**src/rtl/core/mlkc_pkg.sv**
```systemverilog
// Shared types, limits and helper functions for the multi-length k-mer counter.
// Used by the controller, the datapath, the top level and the checker.
`timescale 1ns / 1ps

package mlkc_pkg;

  localparam int unsigned KMER_LIMIT          = 12;
  localparam int unsigned HIST_LIMIT_W        = 2 * KMER_LIMIT;
  localparam int unsigned ADDR_LIMIT_W        = 25;
  localparam int unsigned CODE_W              = 2;
  localparam int unsigned DEF_MAX_KMER_LENGTH = 8;
  localparam int unsigned DEF_COUNT_WIDTH     = 32;

  localparam logic [1:0] CODE_MASK = 2'h3;
  localparam logic [1:0] CODE_A    = 2'd0;
  localparam logic [1:0] CODE_C    = 2'd1;
  localparam logic [1:0] CODE_G    = 2'd2;
  localparam logic [1:0] CODE_T    = 2'd3;

  typedef struct packed {
    logic        operation;
    logic [7:0]  nucleotide;
    logic        read_start;
    logic [3:0]  query_length;
    logic [15:0] query_kmer;
  } in_item_t;

  typedef struct packed {
    logic [31:0] kmer_count;
    logic        bad_symbol;
    logic        is_query_answer;
  } out_item_t;

  typedef struct packed {
    logic take;      // latch the input beat
    logic clr;       // write zero at the clear pointer and advance it
    logic rd;        // read the counter at the current address
    logic wr;        // write back the incremented counter
    logic step;      // advance to the next k-mer length
    logic load_out;  // load the output register
  } mlkc_cmd_t;

  typedef struct packed {
    logic is_query;
    logic last_len;
    logic clr_last;
  } mlkc_status_t;

  typedef struct packed {
    logic [1:0] code;
    logic       bad;
  } base_dec_t;

  function automatic base_dec_t decode_base(input logic [7:0] ch);
    base_dec_t d;
    d.bad  = 1'b0;
    d.code = CODE_A;
    case (ch)
      8'h41, 8'h61, 8'h4E, 8'h6E: d.code = CODE_A;
      8'h43, 8'h63:               d.code = CODE_C;
      8'h47, 8'h67:               d.code = CODE_G;
      8'h54, 8'h74:               d.code = CODE_T;
      default: begin
        d.code = CODE_A;
        d.bad  = 1'b1;
      end
    endcase
    d.code = d.code & CODE_MASK;
    return d;
  endfunction

  // First address of the bank for length len: 4 + 16 + ... + 4^(len-1).
  function automatic logic [ADDR_LIMIT_W-1:0] bank_base(input logic [3:0] len);
    logic [ADDR_LIMIT_W-1:0] b;
    b = '0;
    for (int i = 1; i < KMER_LIMIT; i++) begin
      b[2*i] = (4'(i) < len);
    end
    return b;
  endfunction

  // Mask keeping the newest len bases.
  function automatic logic [HIST_LIMIT_W-1:0] len_mask(input logic [3:0] len);
    logic [HIST_LIMIT_W-1:0] m;
    m = '0;
    for (int i = 0; i < KMER_LIMIT; i++) begin
      m[2*i]   = (4'(i) < len);
      m[2*i+1] = (4'(i) < len);
    end
    return m;
  endfunction

endpackage

```
**src/rtl/core/mlkc_ctrl.sv**
```systemverilog
// Sequencing state machine of the k-mer counter.
// Depends on mlkc_pkg for the command and status structs.
`timescale 1ns / 1ps

module mlkc_ctrl import mlkc_pkg::*; (
  input  logic         clk_i,
  input  logic         rst_ni,
  input  logic         in_valid_i,
  output logic         in_stall_o,
  output logic         out_valid_o,
  input  logic         out_stall_i,
  input  mlkc_status_t status_i,
  output mlkc_cmd_t    cmd_o
);

  typedef enum logic [2:0] {
    ST_CLEAR,
    ST_IDLE,
    ST_RD,
    ST_WR,
    ST_FIN
  } state_e;

  state_e state_q, state_d;
  logic   out_valid_q, out_valid_d;
  logic   out_free;

  assign out_free    = !out_valid_q || !out_stall_i;
  assign in_stall_o  = (state_q != ST_IDLE);
  assign out_valid_o = out_valid_q;

  always_comb begin
    cmd_o       = '0;
    state_d     = state_q;
    out_valid_d = out_valid_q && out_stall_i;
    case (state_q)
      ST_CLEAR: begin
        cmd_o.clr = 1'b1;
        if (status_i.clr_last) begin
          state_d = ST_IDLE;
        end
      end
      ST_IDLE: begin
        if (in_valid_i) begin
          cmd_o.take = 1'b1;
          state_d    = ST_RD;
        end
      end
      ST_RD: begin
        cmd_o.rd = 1'b1;
        state_d  = status_i.is_query ? ST_FIN : ST_WR;
      end
      ST_WR: begin
        cmd_o.wr = 1'b1;
        if (status_i.last_len) begin
          state_d = ST_FIN;
        end else begin
          cmd_o.step = 1'b1;
          state_d    = ST_RD;
        end
      end
      ST_FIN: begin
        if (out_free) begin
          cmd_o.load_out = 1'b1;
          out_valid_d    = 1'b1;
          state_d        = ST_IDLE;
        end
      end
      default: begin
        state_d = ST_IDLE;
      end
    endcase
  end

  always_ff @(posedge clk_i or negedge rst_ni) begin
    if (!rst_ni) begin
      state_q     <= ST_CLEAR;
      out_valid_q <= 1'b0;
    end else begin
      state_q     <= state_d;
      out_valid_q <= out_valid_d;
    end
  end

endmodule

```
**config.mk**
```make
export PLATFORM = sky130hd
export DESIGN_NAME = mlkc_ctrl
export DESIGN_NICKNAME = d
export VERILOG_FILES = /design/src/rtl/core/mlkc_pkg.sv /design/src/rtl/core/mlkc_ctrl.sv
export SDC_FILE = /design/constraint.sdc
export NUM_CORES = 1
export LEC_CHECK = 0
export BUFFER_PORTS_ARGS = -buffer_cell sky130_fd_sc_hd__buf_2
export CAP_MARGIN = 20
export CORE_AREA = 2 2 39 41
export DETAILED_ROUTE_END_ITERATION = 10
export DIE_AREA = 0 0 41 43
export GPL_ROUTABILITY_DRIVEN = 0
export SYNTH_ARGS = -nofsm -noshare
export SYNTH_HDL_FRONTEND = slang
export SYNTH_SLANG_ARGS = --single-unit
```
**constraint.sdc**
```tcl
create_clock -name clk_i -period 1 [get_ports clk_i]
set_input_delay 0.05 -clock clk_i [delete_from_list [all_inputs] [get_ports clk_i]]
set_output_delay 0.05 -clock clk_i [all_outputs]
set_load 0.1 [all_outputs]
```
==> out/metrics.yaml <==
outcome:
  status: "finished with violations"
  violations: "setup timing"
floorplan:
  die_h_um: 43
  die-area_mm2: 0.00176
  die_x_um: 41
  start_util: 0.194
  core_mm2: 0.00138
  num_rows: 14
  ios: 15
global_routing:
  overflow: 0
  antenna_found_initial: 0
  grt_max_degree: 7
  grt_first_pass_wirelength_um: 1400
  grt_usage: 0.120
  grt_pass1_vias: 358
clocking:
  numCtsBuffers: 3
  clockBufferDepth: 2
  clk_latency_ns: 0.25
  cts_htree_levels: 1
  cts_tree: "yes"
  cts_sinks: 4
  clk_pin_slew_ns: 0.05
  root_buffer: "clkbuf_4"
cells_and_area:
  drive_gt1_frac: 0.821
  final_util: 0.485
  fin_area_um2: 671
  num_antenna_cells: 0
  syn_to_final_growth_pct: 149
  nNetsFinal: 64
placement:
  io_buffers: 14
  placed_cell_area_um2: 577
  dp_hpwl_um: 577
  post-place-ws_ns: -0.210
setup_path:
  setup.worst_path.end_class: "output port"
  crit_path_start_kind: "register"
  crit_type: "register to output port"
  cp.arrival_ns: 1.39
  crit_buf_inv: 1
  cp_top_family: "simple AND/OR/NAND/NOR gates"
  slowest_stage: "or3b_4"
  slowest_delay_ns: 0.41
  path_cells: "or3b_4 > a21oi_4 > buf_12"
  required_ns: 0.95
  path_max_fanout: 6
route:
  drtIter0Drc: 3
  drtAntennaViolNets: 0
  drc: 0
  wirelength_um: 815
  via_per_inst: 4.33
  routedWlPerCell_um: 11.3
  via_count: 312
  drtPass1Iterations: 4
yosys:
  synth_warnings: 0
  netlist_instances: 26
  synth_cell_types: 19
  synth-seq-area-share: 0.372
  ys_ff_latch: 4
  synth.avg_cell_area_um2: 10.3
  synth_nets: 33
  synth.cell_area_um2: 269
sta:
  slew_viol_final: 0
  rsz0062_at_grt: "true"
  fin_skew_ns: 0.0119
  min_period_ns: 1.44
  fmax_mhz: 695
  tns_ns: -2.95
  period_share: 1.44
  slew_headroom: 0.856
  worst_slew_pin_slew_ns: 0.216
  fin_ws_ns: -0.439
  finalSetupViolations: 12
  hold_viol: 0
min_path:
  hp-class: "input pin to register"
flow_run:
  maxCapViolations: 0
sequential cells by signal, indices dropped and copies added, names as in the netlist:
register     count
out_valid_o      1
state_q          3
final timing paths:
kind / from / endpoint / slack [ns] / depth (start not counted)
worst max-delay path: state_q[2] / cmd_o[0] / -0.44 / 3
worst min-delay path: out_stall_i / state_q[2] / 0.11 / 3
worst max register to register: state_q[2] / state_q[0] / -0.20 / 3
worst min register to register: state_q[2] / state_q[1] / 0.63 / 2
max in group asynchronous: rst_ni / state_q[1] / 0.72 / 2
min in group asynchronous: rst_ni / out_valid_o / 0.14 / 2
synth_stat cells:
master / count / area [um^2]
a211oi_1: 1 / 7.51
a21boi_0: 1 / 7.51
a21oi_1: 2 / 10.0
and2b_1: 1 / 7.51
and2b_2: 2 / 17.5
and3_1: 1 / 6.26
and3b_2: 1 / 10.0
buf_6: 1 / 11.3
dfrtp_1: 4 / 100
mux2_4: 1 / 15.0
nand2_1: 3 / 11.3
nor2_1: 1 / 3.75
nor2b_1: 1 / 6.26
nor3_1: 1 / 5.00
o21bai_1: 1 / 7.51
o2bb2ai_2: 1 / 15.0
o32a_1: 1 / 10.0
or2_0: 1 / 6.26
or3b_4: 1 / 11.3
per-layer routing:
layer	part of all wire	wire length, um	vias to the layer above	track usage
met3	0.090	73	2	0.0524
met4	0.026	21	0	0.0600
met1	0.38	312	136	0.152
li1	-	-	154	-
met2	0.50	408	20	0.166
met5	0	0	-	0
stage by stage:
stage | hold WS [ns] | instances
CTS | 0.111 | 71
global route | 0.104 | 72
finish | 0.112 | 72
floorplan | -0.246 | 26
global placement | -0.141 | 63
detailed placement | -0.140 | 63
cell families (layout without fill, tap and decap cells):
| logic type | Yosys count | after routing | share of synthesized area |
|---|---|---|---|
| AO/OA/AOI/OAI | 7 | 7 | 0.214 |
| buffers and inverters | 1 | 31 | 0.0419 |
| flip-flops | 4 | 4 | 0.372 |
| multiplexers | 1 | 1 | 0.0558 |
| AND/OR/NAND/NOR | 13 | 13 | 0.316 |
final cells by class:
cell class / instances / area, um^2
fillers: 133 / 713
flip-flops and latches: 4 / 106
clock buffers: 4 / 26.3
well taps: 16 / 20.0
multi-input cells: 21 / 213
repair buffers: 27 / 305
timing repair:
action                                  4_1_cts  5_1_grt
setup buffers                                 3        1
pin swaps                                     3        0
endpoints found under the setup margin       12       12
resized for setup                             5        2
hold endpoints to repair                      4        0
hold buffers                                  1        0
worst reg2reg max path, stage by stage, from the launching register on:
cell	delay (ns)
dfrtp_2	0.40
buf_4	0.16
and2b_2	0.22
o32a_1	0.28
cell usage in the layout (no fill, tap or decap), drive strengths merged, types with 2 or more instances in the layout:
master	netlist	routed
a21oi	2	2
dfrtp	4	4
and2b	3	3
clkbuf	0	4
buf	1	26
nand2	3	3
Power is not shown: default switching activity piles up to over one toggle a cycle in this logic, so the estimate is an artifact.
